`src/hw/rtl/ptfd_pkg.sv`:
```
// ----------------------------------------------------------------------------
// ptfd_pkg: shared types and constants of the packed temporal field decoder
// Cell kinds, input/result structs and the fixed arithmetic constants.
// ----------------------------------------------------------------------------
package ptfd_pkg;

    // Cell kind carried alongside each input word
    typedef enum logic [1:0] {
        FMT_DATETIME2  = 2'd0,
        FMT_TIME2      = 2'd1,
        FMT_TIMESTAMP2 = 2'd2,
        FMT_TIMESTAMP  = 2'd3
    } fmt_t;

    // Year field bias and month divisor of the datetime2 layout
    localparam logic [17:0] YEAR_BIAS   = 18'd131073;
    localparam logic [3:0]  MONTH_DIV   = 4'd13;
    localparam logic [3:0]  MONTH_LAST  = 4'd12;

    // Reciprocal of 13 for 17-bit dividends: ceil(2^22 / 13), exact over range
    localparam logic [18:0] DIV13_RECIP = 19'd322639;
    localparam int          DIV13_SHIFT = 22;

    // Fraction scaling per precision group
    localparam logic [2:0]  PREC_MAX     = 3'd6;
    localparam logic [13:0] FRAC_SCALE_1 = 14'd10000;
    localparam logic [6:0]  FRAC_SCALE_2 = 7'd100;

    // Timestamp seconds to microseconds
    localparam logic [19:0] USEC_PER_SEC = 20'd1000000;

    typedef struct packed {
        logic [23:0] fraction_raw;
        logic [2:0]  precision;
        logic [39:0] packed_value;
        fmt_t        format;
    } in_t;

    typedef struct packed {
        logic        error_out;
        logic [51:0] epoch_out;
        logic        negative_out;
        logic [23:0] micro_out;
        logic [5:0]  second_out;
        logic [5:0]  minute_out;
        logic [9:0]  hour_out;
        logic [4:0]  day_out;
        logic [3:0]  month_out;
        logic [13:0] year_out;
    } res_t;

endpackage

```
`src/hw/rtl/packed_temporal_field_decoder_unit.sv`:
```
// ----------------------------------------------------------------------------
// packed_temporal_field_decoder_unit: packed temporal cell decoder
// Stream in one packed cell per word, stream out its decoded fields.
// ----------------------------------------------------------------------------
// Decodes one packed database temporal cell per input word into calendar and
// clock fields, a scaled fraction, or an epoch count. The kind arrives on
// s_tuser: datetime2 yields year, month, day, hour, minute, second and
// microseconds; time2 yields a sign flag, ten-bit hours, minutes, seconds and
// microseconds; timestamp2 yields whole seconds and timestamp yields
// microseconds in epoch. A precision above six (datetime2, time2) or a
// datetime2 year field below its bias rejects the cell: m_tuser goes high and
// every tdata field reads zero. The block keeps no state between words.
// Throughput is one word per clock while m_tready holds. A word accepted
// is held in the input register, and its decode (a reciprocal multiply for
// divide-by-13 and a 32x20 multiply for timestamps) is captured in the
// result register, from which it is offered on the output. Either side may
// stall freely.
// ----------------------------------------------------------------------------
module packed_temporal_field_decoder_unit (
    input  logic         aclk,
    input  logic         aresetn,

    input  logic         s_tvalid,
    output logic         s_tready,
    // [39:0] packed_value, [42:40] precision, [66:43] fraction_raw, [71:67] zero
    input  logic [71:0]  s_tdata,
    // [1:0] format
    input  logic [1:0]   s_tuser,

    output logic         m_tvalid,
    input  logic         m_tready,
    // [13:0] year_out, [17:14] month_out, [22:18] day_out, [32:23] hour_out,
    // [38:33] minute_out, [44:39] second_out, [68:45] micro_out,
    // [69] negative_out, [121:70] epoch_out, [127:122] zero
    output logic [127:0] m_tdata,
    // [0] error_out
    output logic         m_tuser
);

    ptfd_pkg::in_t  in_next;
    ptfd_pkg::in_t  in_reg;
    logic           in_valid_next;
    logic           in_valid_reg;

    ptfd_pkg::res_t res_next;
    ptfd_pkg::res_t res_reg;
    logic           out_valid_next;
    logic           out_valid_reg;

    logic           out_advance;
    logic           in_load;
    logic           out_load;

    // Result stage moves when empty or when its word is taken
    assign out_advance = ~out_valid_reg | m_tready;
    // Input stage takes a word when empty or when it can hand off
    assign s_tready    = ~in_valid_reg | out_advance;
    assign in_load     = s_tvalid & s_tready;
    assign out_load    = in_valid_reg & out_advance;

    // Unpack the input word
    always_comb begin
        in_next.format       = ptfd_pkg::fmt_t'(s_tuser);
        in_next.packed_value = s_tdata[39:0];
        in_next.precision    = s_tdata[42:40];
        in_next.fraction_raw = s_tdata[66:43];
    end

    assign in_valid_next  = s_tready ? s_tvalid : in_valid_reg;
    assign out_valid_next = out_advance ? in_valid_reg : out_valid_reg;

    // Control: valid flags
    always_ff @(posedge aclk) begin
        if (!aresetn) begin
            in_valid_reg  <= 1'b0;
            out_valid_reg <= 1'b0;
        end else begin
            in_valid_reg  <= in_valid_next;
            out_valid_reg <= out_valid_next;
        end
    end

    // Payload: hold while stalled, advance on load
    always_ff @(posedge aclk) begin
        if (in_load) begin
            in_reg <= in_next;
        end
        if (out_load) begin
            res_reg <= res_next;
        end
    end

    ptfd_decode u_decode (
        .cell_in (in_reg),
        .res     (res_next)
    );

    // Pack the result word
    assign m_tvalid = out_valid_reg;
    assign m_tuser  = res_reg.error_out;
    assign m_tdata  = {6'b000000,
                       res_reg.epoch_out,
                       res_reg.negative_out,
                       res_reg.micro_out,
                       res_reg.second_out,
                       res_reg.minute_out,
                       res_reg.hour_out,
                       res_reg.day_out,
                       res_reg.month_out,
                       res_reg.year_out};

endmodule

```
`src/hw/rtl/ptfd_year_div.sv`:
```
// ----------------------------------------------------------------------------
// ptfd_year_div: year and month from the debiased datetime2 leading field
// Divide by 13 through a reciprocal multiply, then fold the remainder.
// ----------------------------------------------------------------------------
module ptfd_year_div (
    input  logic [16:0] year_field,   // leading field minus bias
    output logic [13:0] year,
    output logic [3:0]  month
);

    logic [35:0] prod;
    logic [17:0] q13;
    logic [17:0] rem_full;
    logic [3:0]  rem;

    always_comb begin
        prod     = 36'(year_field) * 36'(ptfd_pkg::DIV13_RECIP);
        year     = prod[ptfd_pkg::DIV13_SHIFT +: 14];
        // year * 13 as shift-add
        q13      = {1'b0, year, 3'b000} + {2'b00, year, 2'b00} + {4'b0000, year};
        rem_full = {1'b0, year_field} - q13;
        rem      = rem_full[3:0];
        // (field + bias + 7) mod 13 == (rem + 1) mod 13
        if (rem == ptfd_pkg::MONTH_LAST) begin
            month = '0;
        end else begin
            month = rem + 4'd1;
        end
    end

endmodule

```
`src/hw/rtl/ptfd_frac_scale.sv`:
```
// ----------------------------------------------------------------------------
// ptfd_frac_scale: fractional seconds scaled to microseconds
// Byte count and scale factor follow the precision group.
// ----------------------------------------------------------------------------
module ptfd_frac_scale (
    input  logic [2:0]  precision,
    input  logic [23:0] fraction_raw,
    output logic [23:0] micro
);

    logic [21:0] p_one;
    logic [22:0] p_two;

    always_comb begin
        p_one = 22'(fraction_raw[7:0]) * 22'(ptfd_pkg::FRAC_SCALE_1);
        p_two = 23'(fraction_raw[15:0]) * 23'(ptfd_pkg::FRAC_SCALE_2);
        unique case (precision)
            3'd0:       micro = '0;
            3'd1, 3'd2: micro = 24'(p_one);
            3'd3, 3'd4: micro = 24'(p_two);
            default:    micro = fraction_raw;  // five and six; seven is rejected upstream
        endcase
    end

endmodule

```
`src/hw/rtl/ptfd_decode.sv`:
```
// ----------------------------------------------------------------------------
// ptfd_decode: combinational decode of one packed temporal cell
// Selects the field split per cell kind and applies the reject guard.
// ----------------------------------------------------------------------------
module ptfd_decode (
    input  ptfd_pkg::in_t  cell_in,
    output ptfd_pkg::res_t res
);

    logic [17:0] lead;
    logic [17:0] lead_debias;
    logic        below_bias;
    logic        prec_bad;
    logic [13:0] year;
    logic [3:0]  month;
    logic [23:0] micro;
    logic [23:0] t2_raw;
    logic        t2_neg;
    logic [23:0] t2_mag;
    logic [31:0] ts_le;
    logic [51:0] ts_usec;

    assign lead        = cell_in.packed_value[39:22];
    assign below_bias  = lead < ptfd_pkg::YEAR_BIAS;
    assign lead_debias = lead - ptfd_pkg::YEAR_BIAS;
    assign prec_bad    = cell_in.precision > ptfd_pkg::PREC_MAX;

    ptfd_year_div u_year_div (
        .year_field (lead_debias[16:0]),
        .year       (year),
        .month      (month)
    );

    ptfd_frac_scale u_frac_scale (
        .precision    (cell_in.precision),
        .fraction_raw (cell_in.fraction_raw),
        .micro        (micro)
    );

    // time2: clear top bit marks a negative value, stored in two's complement
    assign t2_raw = cell_in.packed_value[23:0];
    assign t2_neg = ~t2_raw[23];
    assign t2_mag = t2_neg ? (~t2_raw + 24'd1) : t2_raw;

    // timestamp: bytes reversed, low byte of packed_value is most significant
    assign ts_le   = {cell_in.packed_value[7:0], cell_in.packed_value[15:8],
                      cell_in.packed_value[23:16], cell_in.packed_value[31:24]};
    assign ts_usec = 52'(ts_le) * 52'(ptfd_pkg::USEC_PER_SEC);

    always_comb begin
        res = '0;
        unique case (cell_in.format)
            ptfd_pkg::FMT_DATETIME2: begin
                if (prec_bad || below_bias) begin
                    res.error_out = 1'b1;
                end else begin
                    res.year_out   = year;
                    res.month_out  = month;
                    res.day_out    = cell_in.packed_value[21:17];
                    res.hour_out   = {5'b00000, cell_in.packed_value[16:12]};
                    res.minute_out = cell_in.packed_value[11:6];
                    res.second_out = cell_in.packed_value[5:0];
                    res.micro_out  = micro;
                end
            end
            ptfd_pkg::FMT_TIME2: begin
                if (prec_bad) begin
                    res.error_out = 1'b1;
                end else begin
                    res.hour_out     = t2_mag[21:12];
                    res.minute_out   = t2_mag[11:6];
                    res.second_out   = t2_mag[5:0];
                    res.micro_out    = micro;
                    res.negative_out = t2_neg;
                end
            end
            ptfd_pkg::FMT_TIMESTAMP2: begin
                res.epoch_out = 52'(cell_in.packed_value[31:0]);
            end
            ptfd_pkg::FMT_TIMESTAMP: begin
                res.epoch_out = ts_usec;
            end
        endcase
    end

endmodule
```
`config.mk`:
```
export PLATFORM = sky130hd
export DESIGN_NAME = packed_temporal_field_decoder_unit
export DESIGN_NICKNAME = d
export VERILOG_FILES = /design/src/hw/rtl/ptfd_pkg.sv /design/src/hw/rtl/packed_temporal_field_decoder_unit.sv /design/src/hw/rtl/ptfd_year_div.sv /design/src/hw/rtl/ptfd_frac_scale.sv /design/src/hw/rtl/ptfd_decode.sv
export SDC_FILE = /design/constraint.sdc
export NUM_CORES = 1
export LEC_CHECK = 0
export BUFFER_PORTS_ARGS = -buffer_cell sky130_fd_sc_hd__buf_4
export CAP_MARGIN = 10
export CORE_MARGIN = 1.5
export CORE_UTILIZATION = 30
export DETAILED_ROUTE_END_ITERATION = 7
export PLACE_DENSITY = 0.51
export SLEW_MARGIN = 5
export SYNTH_ARGS = -nofsm -noshare
export SYNTH_HDL_FRONTEND = slang
export SYNTH_SLANG_ARGS = --single-unit
```
`constraint.sdc`:
```
create_clock -name aclk -period 13.63 [get_ports aclk]
set_input_delay 2.0445 -clock aclk [delete_from_list [all_inputs] [get_ports aclk]]
set_output_delay 2.0445 -clock aclk [all_outputs]
set_load 0.005 [all_outputs]
```
==> results of run 1 <==
[final timing paths]
| kind | slack (ns) | depth (start not counted) | endpoint | startpoint |
|---|---|---|---|---|
| worst min register to register | 0.55 | 1 | m_tvalid | in_valid_reg |
| worst max register to register | 2.36 | 31 | m_tdata[17] | in_reg[27] |
| worst min-delay path | 0.55 | 1 | m_tvalid | in_valid_reg |
| worst max-delay path | 2.36 | 31 | m_tdata[17] | in_reg[27] |
[worst register-to-register path: cells and delay by family, from the launching register on]
family,cells,cell delay [ns]
flip-flops,1,0.73
AND/OR/NAND/NOR,8,2.41
XOR/XNOR,4,1.51
AO/OA/AOI/OAI,4,1.09
adder cells (fa/ha/maj),10,4.36
multiplexers,1,0.13
buffers and inverters,4,0.82
[layout make-up]
cell class	count	area [µm²]
timing repair buffer	213	1600
multi-input combinational	1547	15800
tap	1040	1300
inverter	452	1700
clock buffer	18	429
clock inverter	11	156
fill	7941	50800
sequential	194	5810
[logic make-up after synthesis]
| family | Yosys count |
|---|---|
| DFF | 194 |
| AOI/OAI and AO/OA | 340 |
| adders and majority gates | 683 |
| and+or+nand+nor | 395 |
| other | 1 |
| muxes | 27 |
| xor gates and xnor gates | 96 |
| buffers and inverters | 501 |
[per-stage QoR]
stage,util,area [µm²],cells,setup WS [ns]
4_1_cts,0.346,26800,3475,2.38
3_5_place_dp,0.338,26200,3446,2.46
6_report,0.346,26800,3475,2.36
5_1_grt,0.346,26800,3475,1.72
3_3_place_gp,0.338,26200,3446,2.58
2_1_floorplan,-,23600,2242,3.50
[cell usage in the layout (no fill, tap or decap), types with 5 or more instances in the layout]
cell	count
ha_1	422
a211oi_1	20
o21a_1	18
or3_1	5
a31oi_1	9
xnor2_1	63
fa_1	261
nand2_1	74
or2_2	5
buf_4	213
a221oi_1	8
clkbuf_16	17
a21o_1	32
nor3_1	33
nor2b_1	32
mux2i_1	26
nand4_1	11
nor2_1	128
a211o_1	5
edfxtp_1	192
o21bai_1	13
nor4_1	7
conb_1	6
nand3_1	24
inv_1	451
and2_1	14
xor2_1	30
a21oi_1	94
o21ai_0	75
and3_1	15
o211ai_1	7
nand2b_1	24
a22oi_1	8
[metal layers]
| layer | track usage | routed length [µm] | vias to the layer above |
|---|---|---|---|
| met5 | 0 | 19 | - |
| met4 | 0.0503 | 1390 | 4 |
| met3 | 0.0312 | 2640 | 74 |
| met2 | 0.284 | 31600 | 317 |
| met1 | 0.218 | 30100 | 8178 |
| li1 | - | - | 7865 |
==> impl_metrics.tcl, run 1 <==
set metrics [dict create \
    synth_top_family_by_area "adder cells" \
    synthMuxAreaShare 0.0115 \
    outcome "finished, final reports clean" \
    yosys-top-cells-area "edfxtp_1 24%, ha_1 22%, fa_1 22%, inv_1 7.2%, xnor2_1 2.3%" \
    row_count 102 \
    layout-drive-gt1-share 0.108 \
    cts_buffers 17 \
    fin_setup_tns_ns 0 \
    grt_pass1_vias 17400 \
    dr.pass1.iters 5 \
    yosys.cell_types.count 79 \
    synth_top_area_cell "edfxtp_1" \
    antenna_found_initial 2 \
    synth_seq_area_share 0.247 \
    io-pin-count 209 \
    worstPathMaxFanout 10 \
    routed_wl_um 65700 \
    antenna_left 0 \
    cts_hold_buf 0 \
    worstPathRequired_ns 13.90 \
    yosys_warnings 0 \
    synth_xor_area_frac 0.0373 \
    vias_per_cell 4.73 \
    synth_compound_area_frac 0.0939 \
    largest_reg_flops 122 \
    routedWlPerCell_um 18.9 \
    synthAdderAreaFrac 0.446 \
    hold_viol_final 0 \
    port_buffers 197 \
    rsz0062_at_grt "no" \
    clock-sinks 194 \
    path_delay_family "adder cells" \
    root_buffer "clkbuf_16" \
    cap_violations 0 \
    yosys.area_share.simple 0.0827 \
    fin_skew_ns 0.0135 \
    cpMostUsedCell "fa_1" \
    grt_usage 0.168 \
    grt_overflow 0 \
    synth_edf_count 192 \
    postSynthAreaPerCell_um2 10.5 \
    tritoncts "built" \
    grt_first_pass_wirelength_um 102000 \
    finalNetCount 3186 \
    slew_headroom 0.303 \
    synth_cells 2237 \
    clk_latency_ns 0.51 \
    setup_viol 0 \
    cts.path.max_buffers 2 \
    ys_top_cells_by_count "451 x inv_1, 422 x ha_1, 261 x fa_1" \
    crit_slowest_cell "edfxtp_1" \
    critPathMaxStageDelay_ns 0.73 \
    max_freq_mhz 88.7 \
    grt_start_max_net_pins 71 \
    cts.clk_slew.worst_paths_ns 0.07 \
    slew_violations 0 \
    antenna_cells 0 \
    ys_seq_elements 194 \
    path_buf_inv 4 \
    ys.flop_type "edfxtp_1" \
    synth_area_um2 23500 \
    fp.dieW_um 283 \
    drc 0 \
    min_period_ns 11.27 \
    postCtsSetupBuffers 0 \
    cp-start-kind "flop" \
    via_count 16400 \
    arrival_ns 11.54 \
    synth_top_area_share 0.245 \
    hold_ws_ns 0.550 \
    crit_type "reg2reg" \
    dieArea_um2 80100 \
    synth.most_common_cell "inv_1" \
    tightestPinTransition_ns 1.05 \
    end_kind "flop" \
    die-height_um 283 \
    hold_path.class "reg2reg" \
    first_iter_violations 858 \
    start_util 0.303 \
    cts.htree.levels 4 \
    period_share 0.827 \
    hpwl_um 53000 \
    core_um2 77600 \
    gp_congestion 0.907 \
    post_cts_resized 0 \
    syn_to_final_growth_pct 14.0 \
    async_reset_ff_frac 0 \
]
Power of run 1 is left out: the tool's default activity adds up to more than one toggle a clock period on the data nets, which glitch-free logic cannot reach.
==> run 2, diff against run 1 <==
clock period = 11.15 ns   (was 13.63 ns; I/O delays follow)
==> run 2 against run 1 <==
Final cell count rose by 0.46%. Highest routed layer unchanged. Count of clock-buffer cells in the layout unchanged. Critical path depth grew 6. Register-to-register slack lost 1.6 ns. First-iteration DRC count increased by 3.8%.
==> impl_metrics.tcl, run 2 (synthesis results as in run 1) <==
set metrics [dict create \
    antenna_left 0 \
    worstPathRequired_ns 11.41 \
    hold_path.class "reg2reg" \
    row_count 102 \
    end_kind "flop" \
    antenna_cells 0 \
    tritoncts "built" \
    rsz0062_at_grt "no" \
    antenna_found_initial 1 \
    hold_viol_final 0 \
    rrSetupSlack_ns 0.77 \
    slew_violations 0 \
    cts.htree.levels 4 \
    syn_to_final_growth_pct 14.4 \
    dieArea_um2 80100 \
    start_util 0.303 \
    postCtsSetupBuffers 0 \
    tightestPinTransition_ns 1.03 \
    via_count 16600 \
    vias_per_cell 4.76 \
    cp-start-kind "flop" \
    worstPathMaxFanout 10 \
    cts_buffers 17 \
    crit_slowest_cell "or4_1" \
    min_period_ns 10.38 \
    grt_first_pass_wirelength_um 102000 \
    die-height_um 283 \
    cts_hold_buf 0 \
    routedWlPerCell_um 18.7 \
    core_um2 77600 \
    fin_setup_tns_ns 0 \
    cts.clk_slew.worst_paths_ns 0.08 \
    period_share 0.931 \
    slew_headroom 0.316 \
    arrival_ns 10.65 \
    cts.path.max_buffers 2 \
    grt_overflow 0 \
    fin_skew_ns 0.0164 \
    root_buffer "clkbuf_16" \
    max_freq_mhz 96.3 \
    crit_type "reg2reg" \
    clock-sinks 194 \
    routed_wl_um 65500 \
    first_iter_violations 891 \
    port_buffers 197 \
    rr_endpoint "m_tdata[17]" \
    grt_start_max_net_pins 72 \
    post_cts_resized 0 \
    finalNetCount 3201 \
    final_common_cell "inv_1" \
    final_cell_mix "451 x inv_1, 422 x ha_1, 261 x fa_1" \
    startpoint "in_reg[24]" \
    outcome "finished, final reports clean" \
    dr.pass1.iters 5 \
    multi_input_area_um2 15800 \
    r2r-start "in_reg[24]" \
    fp.dieW_um 283 \
    setup_viol 0 \
    critPathMaxStageDelay_ns 0.63 \
    gp_congestion 0.893 \
    final-seq-area_um2 5810 \
    hpwl_um 53200 \
    layout-drive-gt1-share 0.113 \
    n_fill_cell 7938 \
    largest_reg_flops 122 \
    drc 0 \
    fin_ws_ns 0.766 \
    grt_pass1_vias 17700 \
    io-pin-count 209 \
    rr_worst_depth 37 \
    cap_violations 0 \
    clk_latency_ns 0.51 \
    dpl_worst_slack_ns 0.799 \
    grt_usage 0.167 \
    crit_end "m_tdata[17]" \
]
==> run 2: per-stage QoR <==
| stage | area (µm²) | utilization | hold slack, ns | std cells |
|---|---|---|---|---|
| finish | 26900 | 0.347 | 0.545 | 3491 |
| global route | 26900 | 0.347 | 0.564 | 3491 |
| CTS | 26900 | 0.347 | 0.545 | 3491 |
| detailed placement | 26400 | 0.340 | 0.540 | 3461 |
| global placement | 26400 | 0.340 | 0.500 | 3461 |
| floorplan | 23600 | - | 0.477 | 2242 |
==> run 2: critical path, delay by kind of cell, from the launching register on <==
family | cells | cell delay, ns
AO/OA/AOI/OAI | 6 | 1.59
flip-flops | 1 | 0.39
adder cells (fa/ha/maj) | 10 | 3.89
XOR/XNOR | 6 | 1.39
buffers and inverters | 5 | 0.60
AND/OR/NAND/NOR | 10 | 2.26
==> run 2: worst min-delay path by stage <==
stage	from	endpoint	slack [ns]	cells past startpoint
after detailed placement	in_valid_reg	m_tvalid	0.54	1
after global placement	in_valid_reg	m_tvalid	0.50	1
after global routing	in_reg[68]	m_tdata[68]	0.56	1
final	in_valid_reg	m_tvalid	0.54	1
after floorplan	in_valid_reg	m_tvalid	0.48	1
after CTS	in_reg[68]	m_tdata[68]	0.55	1
==> run 2: final cells by class <==
cell class / count / area share
inverter: 452 / 0.0630
tap: 1040 / 0.0483
timing repair buffer: 228 / 0.0636
sequential: 194 / 0.216
multi-input combinational: 1547 / 0.588
clock buffer: 18 / 0.0159
clock inverter: 12 / 0.00497
==> run 2: per-layer routing <==
layer,GRT usage,vias to the layer above,wire [µm]
met4,0.0436,2,1120
met5,0,-,17
met3,0.0289,59,2670
met2,0.287,343,32000
li1,-,7889,-
met1,0.217,8307,29600
Power of run 2 is left out for the same reason.
